**src/hw/rtl/sorted_list_insert_readout_defines.svh**
```systemverilog
// ----------------------------------------------------------------------------
// Sorted list assertion macros
// Concurrent assertion shorthands clocked on clk_i, reset on rst_ni.
// ----------------------------------------------------------------------------
`ifndef SORTED_LIST_INSERT_READOUT_DEFINES_SVH
`define SORTED_LIST_INSERT_READOUT_DEFINES_SVH

// check outside reset
`define SLI_ASSERT(lbl, prop, msg) \
  lbl: assert property (@(posedge clk_i) disable iff (!rst_ni) prop) else $error(msg);

// check at every edge, reset included
`define SLI_ASSERT_ALWAYS(lbl, prop, msg) \
  lbl: assert property (@(posedge clk_i) prop) else $error(msg);

`endif

```
**src/hw/rtl/sli_pkg.sv**
```systemverilog
// ----------------------------------------------------------------------------
// Sorted list package
// Shared types and constants of the sorted insertion list.
// ----------------------------------------------------------------------------
package sli_pkg;

  localparam int unsigned ValueW           = 32;
  localparam int unsigned ListDepthDefault = 16;

  typedef enum logic [1:0] {
    FUNC_INSERT   = 2'd0,
    FUNC_READ_ASC = 2'd1,
    FUNC_READ_DSC = 2'd2
  } func_e;

  typedef enum logic [1:0] {
    STATUS_OK    = 2'd0,
    STATUS_FULL  = 2'd1,
    STATUS_EMPTY = 2'd2
  } status_e;

  typedef enum logic [1:0] {
    ST_IDLE = 2'b01,
    ST_READ = 2'b10
  } state_e;

  typedef struct packed {
    logic ins;
    logic rot;
  } cell_ctrl_t;

endpackage

```
**src/hw/rtl/sli_cell.sv**
```systemverilog
// ----------------------------------------------------------------------------
// Sorted list cell
// Holds one entry; keeps it, takes the new value or the lower neighbour's
// entry on insert, and takes the rotation value on readout.
// ----------------------------------------------------------------------------
module sli_cell import sli_pkg::*; (
  input  logic                     clk_i,
  input  cell_ctrl_t               ctrl_i,
  input  logic                     occupied_i,
  input  logic signed [ValueW-1:0] ins_value_i,
  input  logic signed [ValueW-1:0] prev_value_i,
  input  logic                     prev_less_i,
  input  logic signed [ValueW-1:0] rot_value_i,
  output logic signed [ValueW-1:0] value_o,
  output logic                     less_o
);

  logic signed [ValueW-1:0] value_q, value_d;

  assign less_o  = occupied_i && (value_q < ins_value_i);
  assign value_o = value_q;

  always_comb begin
    value_d = value_q;
    if (ctrl_i.ins) begin
      if (less_o) begin
        value_d = value_q;
      end else if (prev_less_i) begin
        value_d = ins_value_i;
      end else begin
        value_d = prev_value_i;
      end
    end else if (ctrl_i.rot) begin
      value_d = rot_value_i;
    end
  end

  always_ff @(posedge clk_i) begin
    value_q <= value_d;
  end

endmodule

```
**src/hw/rtl/sorted_list_insert_readout.sv**
```systemverilog
// Insert or empty read: the result is registered, valid next cycle.
// Read of n entries: the first result passes through ST_READ and the output
// register, then one per cycle while out_ready_i is high; input is taken again
// with the final transfer.
// Reset (rst_ni low, asynchronous) empties the list and drops any pending
// result; entry values are not cleared.
// ----------------------------------------------------------------------------
// Sorted insertion list
// Chain of cells keeping signed values in ascending order, with insert and
// full readout in either direction.
// ----------------------------------------------------------------------------
`include "sorted_list_insert_readout_defines.svh"

module sorted_list_insert_readout import sli_pkg::*; #(
  parameter int unsigned LIST_DEPTH = ListDepthDefault
) (
  input  logic                     clk_i,
  input  logic                     rst_ni,
  input  logic                     in_valid_i,
  output logic                     in_ready_o,
  input  logic [1:0]               func_i,
  input  logic signed [ValueW-1:0] value_i,
  output logic                     out_valid_o,
  input  logic                     out_ready_i,
  output logic signed [ValueW-1:0] out_value_o,
  output logic [1:0]               status_o,
  output logic                     last_o
);

  localparam int unsigned IdxW = $clog2(LIST_DEPTH);
  localparam int unsigned CntW = $clog2(LIST_DEPTH + 1);
  localparam logic [CntW-1:0] Depth = CntW'(LIST_DEPTH);

  state_e                   state_q, state_d;
  logic [CntW-1:0]          count_q, count_d;
  logic [CntW-1:0]          rd_cnt_q, rd_cnt_d;
  logic                     dsc_q, dsc_d;
  logic                     out_valid_q, out_valid_d;
  logic signed [ValueW-1:0] out_value_q, out_value_d;
  status_e                  status_q, status_d;
  logic                     last_q, last_d;

  cell_ctrl_t               ctrl;
  logic                     out_free, in_xfer, full;
  logic [CntW-1:0]          tail_cnt;
  logic [IdxW-1:0]          tail_idx;
  logic signed [ValueW-1:0] tail_value, tap_value;
  logic signed [ValueW-1:0] cell_value [LIST_DEPTH];
  logic                     cell_less  [LIST_DEPTH];

  assign out_free   = !out_valid_q || out_ready_i;
  assign in_ready_o = (state_q == ST_IDLE) && out_free;
  assign in_xfer    = in_valid_i && in_ready_o;
  assign full       = (count_q == Depth);
  assign tail_cnt   = count_q - 1'b1;
  assign tail_idx   = tail_cnt[IdxW-1:0];
  assign tail_value = cell_value[tail_idx];
  assign tap_value  = dsc_q ? tail_value : cell_value[0];

  for (genvar i = 0; i < LIST_DEPTH; i++) begin : g_cell
    logic signed [ValueW-1:0] prev_value, up_value, rot_value;
    logic                     prev_less, is_tail;

    assign is_tail = (tail_idx == IdxW'(i));

    if (i == 0) begin : g_head
      assign prev_value = value_i;
      assign prev_less  = 1'b1;
      assign rot_value  = dsc_q ? tail_value : (is_tail ? cell_value[0] : up_value);
    end else begin : g_body
      assign prev_value = cell_value[i-1];
      assign prev_less  = cell_less[i-1];
      assign rot_value  = dsc_q ? cell_value[i-1] : (is_tail ? cell_value[0] : up_value);
    end

    if (i == LIST_DEPTH - 1) begin : g_last
      assign up_value = cell_value[0];
    end else begin : g_up
      assign up_value = cell_value[i+1];
    end

    sli_cell u_cell (
      .clk_i        (clk_i),
      .ctrl_i       (ctrl),
      .occupied_i   (CntW'(i) < count_q),
      .ins_value_i  (value_i),
      .prev_value_i (prev_value),
      .prev_less_i  (prev_less),
      .rot_value_i  (rot_value),
      .value_o      (cell_value[i]),
      .less_o       (cell_less[i])
    );
  end

  always_comb begin
    state_d     = state_q;
    count_d     = count_q;
    rd_cnt_d    = rd_cnt_q;
    dsc_d       = dsc_q;
    out_value_d = out_value_q;
    status_d    = status_q;
    last_d      = last_q;
    out_valid_d = out_valid_q && !out_ready_i;
    ctrl        = '0;

    case (state_q)
      ST_IDLE: begin
        if (in_xfer) begin
          case (func_e'(func_i))
            FUNC_INSERT: begin
              out_valid_d = 1'b1;
              out_value_d = value_i;
              last_d      = 1'b1;
              if (full) begin
                status_d = STATUS_FULL;
              end else begin
                status_d = STATUS_OK;
                ctrl.ins = 1'b1;
                count_d  = count_q + 1'b1;
              end
            end
            FUNC_READ_ASC, FUNC_READ_DSC: begin
              if (count_q == '0) begin
                out_valid_d = 1'b1;
                out_value_d = '0;
                status_d    = STATUS_EMPTY;
                last_d      = 1'b1;
              end else begin
                state_d  = ST_READ;
                rd_cnt_d = count_q;
                dsc_d    = (func_e'(func_i) == FUNC_READ_DSC);
              end
            end
            default: begin
            end
          endcase
        end
      end
      ST_READ: begin
        if (out_free) begin
          out_valid_d = 1'b1;
          out_value_d = tap_value;
          status_d    = STATUS_OK;
          last_d      = (rd_cnt_q == CntW'(1));
          ctrl.rot    = 1'b1;
          rd_cnt_d    = rd_cnt_q - 1'b1;
          if (rd_cnt_q == CntW'(1)) begin
            state_d = ST_IDLE;
          end
        end
      end
      default: begin
        state_d = ST_IDLE;
      end
    endcase
  end

  always_ff @(posedge clk_i or negedge rst_ni) begin
    if (!rst_ni) begin
      state_q     <= ST_IDLE;
      count_q     <= '0;
      rd_cnt_q    <= '0;
      dsc_q       <= 1'b0;
      out_valid_q <= 1'b0;
    end else begin
      state_q     <= state_d;
      count_q     <= count_d;
      rd_cnt_q    <= rd_cnt_d;
      dsc_q       <= dsc_d;
      out_valid_q <= out_valid_d;
    end
  end

  always_ff @(posedge clk_i) begin
    out_value_q <= out_value_d;
    status_q    <= status_d;
    last_q      <= last_d;
  end

  assign out_valid_o = out_valid_q;
  assign out_value_o = out_value_q;
  assign status_o    = status_q;
  assign last_o      = last_q;

  `SLI_ASSERT_ALWAYS(a_count_bound, count_q <= Depth, "fill count beyond list depth")
  `SLI_ASSERT(a_read_cnt, (state_q == ST_READ) |-> (rd_cnt_q != '0 && rd_cnt_q <= count_q), "read counter out of range")
  `SLI_ASSERT(a_no_take_in_read, (state_q == ST_READ) |-> !in_ready_o, "input taken during readout")
  `SLI_ASSERT(a_insert_grows, (in_xfer && func_i == FUNC_INSERT && !full) |=> (count_q == $past(count_q) + 1'b1), "insert did not grow the list")
  `SLI_ASSERT(a_read_keeps, (state_q == ST_READ) |=> (count_q == $past(count_q)), "list size changed during readout")

endmodule
```
**config.mk**
```make
export PLATFORM = sky130hd
export DESIGN_NAME = sorted_list_insert_readout
export DESIGN_NICKNAME = d
export VERILOG_FILES = /design/src/hw/rtl/sli_pkg.sv /design/src/hw/rtl/sli_cell.sv /design/src/hw/rtl/sorted_list_insert_readout.sv
export VERILOG_INCLUDE_DIRS = /design/src /design/src/hw/rtl
export SDC_FILE = /design/constraint.sdc
export NUM_CORES = 2
export LEC_CHECK = 0
export BUFFER_PORTS_ARGS = -buffer_cell sky130_fd_sc_hd__buf_2
export CORE_ASPECT_RATIO = 0.75
export CORE_MARGIN = 5
export CORE_UTILIZATION = 61
export CTS_CLUSTER_SIZE = 12
export DETAILED_ROUTE_END_ITERATION = 10
export GPL_TIMING_DRIVEN = 0
export PLACE_DENSITY = 0.79
export SLEW_MARGIN = 30
export SYNTH_ARGS = -nofsm -noshare
export SYNTH_HDL_FRONTEND = slang
export SYNTH_SLANG_ARGS = --single-unit
```
**constraint.sdc**
```tcl
create_clock -name clk_i -period 14.16 [get_ports clk_i]
set_input_delay 2.832 -clock clk_i [delete_from_list [all_inputs] [get_ports clk_i]]
set_output_delay 2.832 -clock clk_i [all_outputs]
set_load 0.01 [all_outputs]
```
==> run summary <==
Post-synth cell types: 78
Crit path kind: input pin to flop
Post-CTS Setup Inserts: 0
CTS tree: yes
Grt ovf: 0
Remaining DRCs: 13
Routed wire length: 209 mm
Row count: 87
# clock sinks: 561
DRT iter0 DRCs: 9074
Final hold violation count: 0
Max FO, Critical Path: 19
Clock Latency Late Sink: 0.70 ns
Share of cells above drive strength 1: 0.170
WL/cell: 36.7 um
Io pins: 75
GRT Total Usage: 0.491
H-tree Lvls: 2
Post-synthesis sequential area ratio: 0.362
Clock-pin slew on the worst setup and hold paths: 0.06 ns
FF-to-FF End: g_cell[15].u_cell.value_o[17]
CTS root buf: clkbuf_16
Number of global-route vias before repair: 41800
Placed cell areas: 48600 um^2
FILL cells: 5986
Die Ht: 249 um
Failing checks: design-rule violations
Hold buffer count at cts: 0
Status: complete, but fails checks
Cell Area, Synth: 46300 um^2
Starting Density: 0.616
Dpl hpwl: 172 mm
Peak supply drop: 157 uV
Initial antenna violation count: 7
Total CTS buffers: 61
First-pass GRT wire length: 290 mm
DIE AREA: 81600 um^2
Die X: 328 um
Worst min-delay path startpoint: state_q[0]
Largest net degree at the start of global routing: 33
Clock Path Buffers: 3
Routability cong.: 1.07
Post-DR vias/cell: 7.94
IO buf count: 74
RSZ-0062 raised after global routing: no
DRT Pass-1 Iters: 11
Reg2reg setup slack: 6.47 ns
Post-synth net total: 5008
Post-synth EDFFs: 547
CP Launch Type: input pin
Area grow syn2layout: 9.21%
Yosys warns: 0
CP required: 14.58 ns
Max cap viols: 0
Cells after Synth: 4461
Pwr/cell area: 278 nW/um^2
Final Skew: 0.0560 ns
Final setup vio count: 0
Setup_tns: 0 ns
Reg2Reg Depth: 17
Post-CTS Resized: 0
Peak Freq: 126 MHz
Worst Hold End: state_q[0]
Final period utilization: 0.561
Synthesized area per cell: 10.4 um^2
Worst-Margin Slew: 1.14 ns
Async set-reset flop share out of synthesis: 0.0250
Slew Viols, Final: 0
Cell count of the worst hold path: 2
NumNets Final: 5167
Min-delay worst type: flop to flop
RR Startpoint: count_q[0]
Seq cells post-synth: 561
Lkg Pwr: 0.0197 uW
Via count: 45300
CP Capture Type: flop
Crit path DAT: 8.37 ns
Min cycle time layout: 7.94 ns
Ys flop type: edfxtp_1
Core Region: 75200 um^2
Slew HR: 0.233
Final antenna-violating net count: 0
Finished Cell Area: 50600 um^2
[worst max-delay path by stage]
| stage | startpoint | cells past startpoint | endpoint |
|---|---|---|---|
| after floorplan | value_i[21] | 9 | g_cell[12].u_cell.value_o[0] |
| after global placement | value_i[7] | 12 | g_cell[5].u_cell.value_o[6] |
| after detailed placement | value_i[2] | 14 | g_cell[5].u_cell.value_o[5] |
| after CTS | value_i[2] | 14 | g_cell[5].u_cell.value_o[4] |
| after global routing | value_i[1] | 14 | g_cell[5].u_cell.value_o[6] |
| final | value_i[1] | 14 | g_cell[5].u_cell.value_o[4] |
[through the flow]
stage	hold slack (ns)	setup WS (ns)	total power, uW	instances	util
4_1_cts	0.510	6.81	13300	5692	0.672
6_report	0.521	6.22	14100	5706	0.673
3_5_place_dp	0.501	6.12	11600	5579	0.646
3_3_place_gp	0.489	3.62	11400	5558	0.638
2_1_floorplan	0.474	6.77	8640	4461	-
5_1_grt	0.529	6.35	14300	5694	0.672
[sequential cells by signal, indices dropped and copies added (netlist names)]
register / cells
dsc_q: 1
out_valid_o: 1
last_o: 1
out_value_o: 32
state_q: 2
count_q: 5
rd_cnt_q: 5
g_cell.u_cell.value_o: 512
status_o: 2
[power by group]
| group | switching, uW | internal [uW] |
|---|---|---|
| sequential | 825 | 2970 |
| combinational | 5310 | 3290 |
| clock | 751 | 916 |
| total | 6890 | 7180 |
[worst max-delay path, stage by stage]
cell and delay, ns:
buf_2 0.15, clkinv_1 0.81, ha_1 0.58, a211oi_1 0.28, o21ai_0 0.13, a21oi_1 0.43, a21oi_1 0.19, o31ai_1 0.78
a211oi_1 0.22, nor2_1 0.77, clkbuf_1 0.55, o21ai_4 0.20, buf_8 0.24, buf_16 0.17
[cells in the final DEF (no fill, tap or decap), types with 8 or more instances in the layout]
master | Yosys | final
o21ai_0 | 112 | 108
inv_1 | 121 | 107
and3_1 | 19 | 19
nor2b_1 | 15 | 15
nand2b_1 | 46 | 46
buf_2 | 37 | 111
buf_1 | 27 | 26
a222oi_1 | 25 | 25
nor2_1 | 212 | 210
a211oi_1 | 25 | 24
mux4_2 | 160 | 160
and4_1 | 15 | 15
nand4_1 | 69 | 69
o221a_2 | 352 | 352
buf_6 | 4 | 9
ha_1 | 509 | 509
o211ai_1 | 328 | 328
clkinv_1 | 1 | 26
a21oi_1 | 221 | 220
clkbuf_2 | 0 | 14
clkbuf_1 | 350 | 352
or3_1 | 8 | 8
dfrtp_1 | 13 | 13
clkinv_2 | 0 | 10
mux2i_1 | 29 | 29
a221oi_1 | 17 | 17
clkbuf_16 | 0 | 63
edfxtp_1 | 547 | 547
a31oi_1 | 43 | 38
a21o_1 | 153 | 153
diode_2 | 0 | 13
buf_8 | 0 | 9
nand2_1 | 660 | 657
a221o_1 | 94 | 94
nor3_1 | 49 | 48
o31ai_1 | 40 | 38
nand3_1 | 36 | 34
[per-layer routing]
metal | up-vias | track usage | wire [um]
li1 | 18300 | - | -
met1 | 21900 | 0.678 | 76900
met2 | 4632 | 0.605 | 75100
met3 | 550 | 0.336 | 48300
met4 | 22 | 0.152 | 8420
met5 | - | 0.0411 | 708
[cells by family after synthesis]
group / Yosys count / share of synthesized area
simple gates: 1172 / 0.111
flops: 561 / 0.362
mux: 192 / 0.0848
buf+inv: 540 / 0.0454
fa+ha+maj: 509 / 0.137
compound gates: 1477 / 0.257
xor+xnor: 10 / 0.00189
[synthesized netlist by cell type (40+ instances only)]
cell type | count | share of area
edfxtp_1 | 547 | 0.35
o211ai_1 | 328 | 0.053
o31ai_1 | 40 | 0.0065
nand2_1 | 660 | 0.053
nand4_1 | 69 | 0.0093
inv_1 | 121 | 0.0098
ha_1 | 509 | 0.14
a31oi_1 | 43 | 0.0058
nor3_1 | 49 | 0.0053
nor2_1 | 212 | 0.017
mux4_2 | 160 | 0.078
clkbuf_1 | 350 | 0.028
o21ai_0 | 112 | 0.012
a221o_1 | 94 | 0.020
a21oi_1 | 221 | 0.024
o221a_2 | 352 | 0.086
a21o_1 | 153 | 0.025
nand2b_1 | 46 | 0.0062
[final cells by class]
type	instances	area, um^2	share of cell area
buffer	418	1660	0.0329
multi-input combinational	3360	27700	0.547
timing repair buffer	96	754	0.0149
sequential	561	16800	0.332
inverter	122	458	0.00905
clock buffer	78	1630	0.0323
clock inverter	35	314	0.00621
antenna	13	32.5	0.000643
tap	1023	1280	0.0253
(Power assumes the default switching activity.)
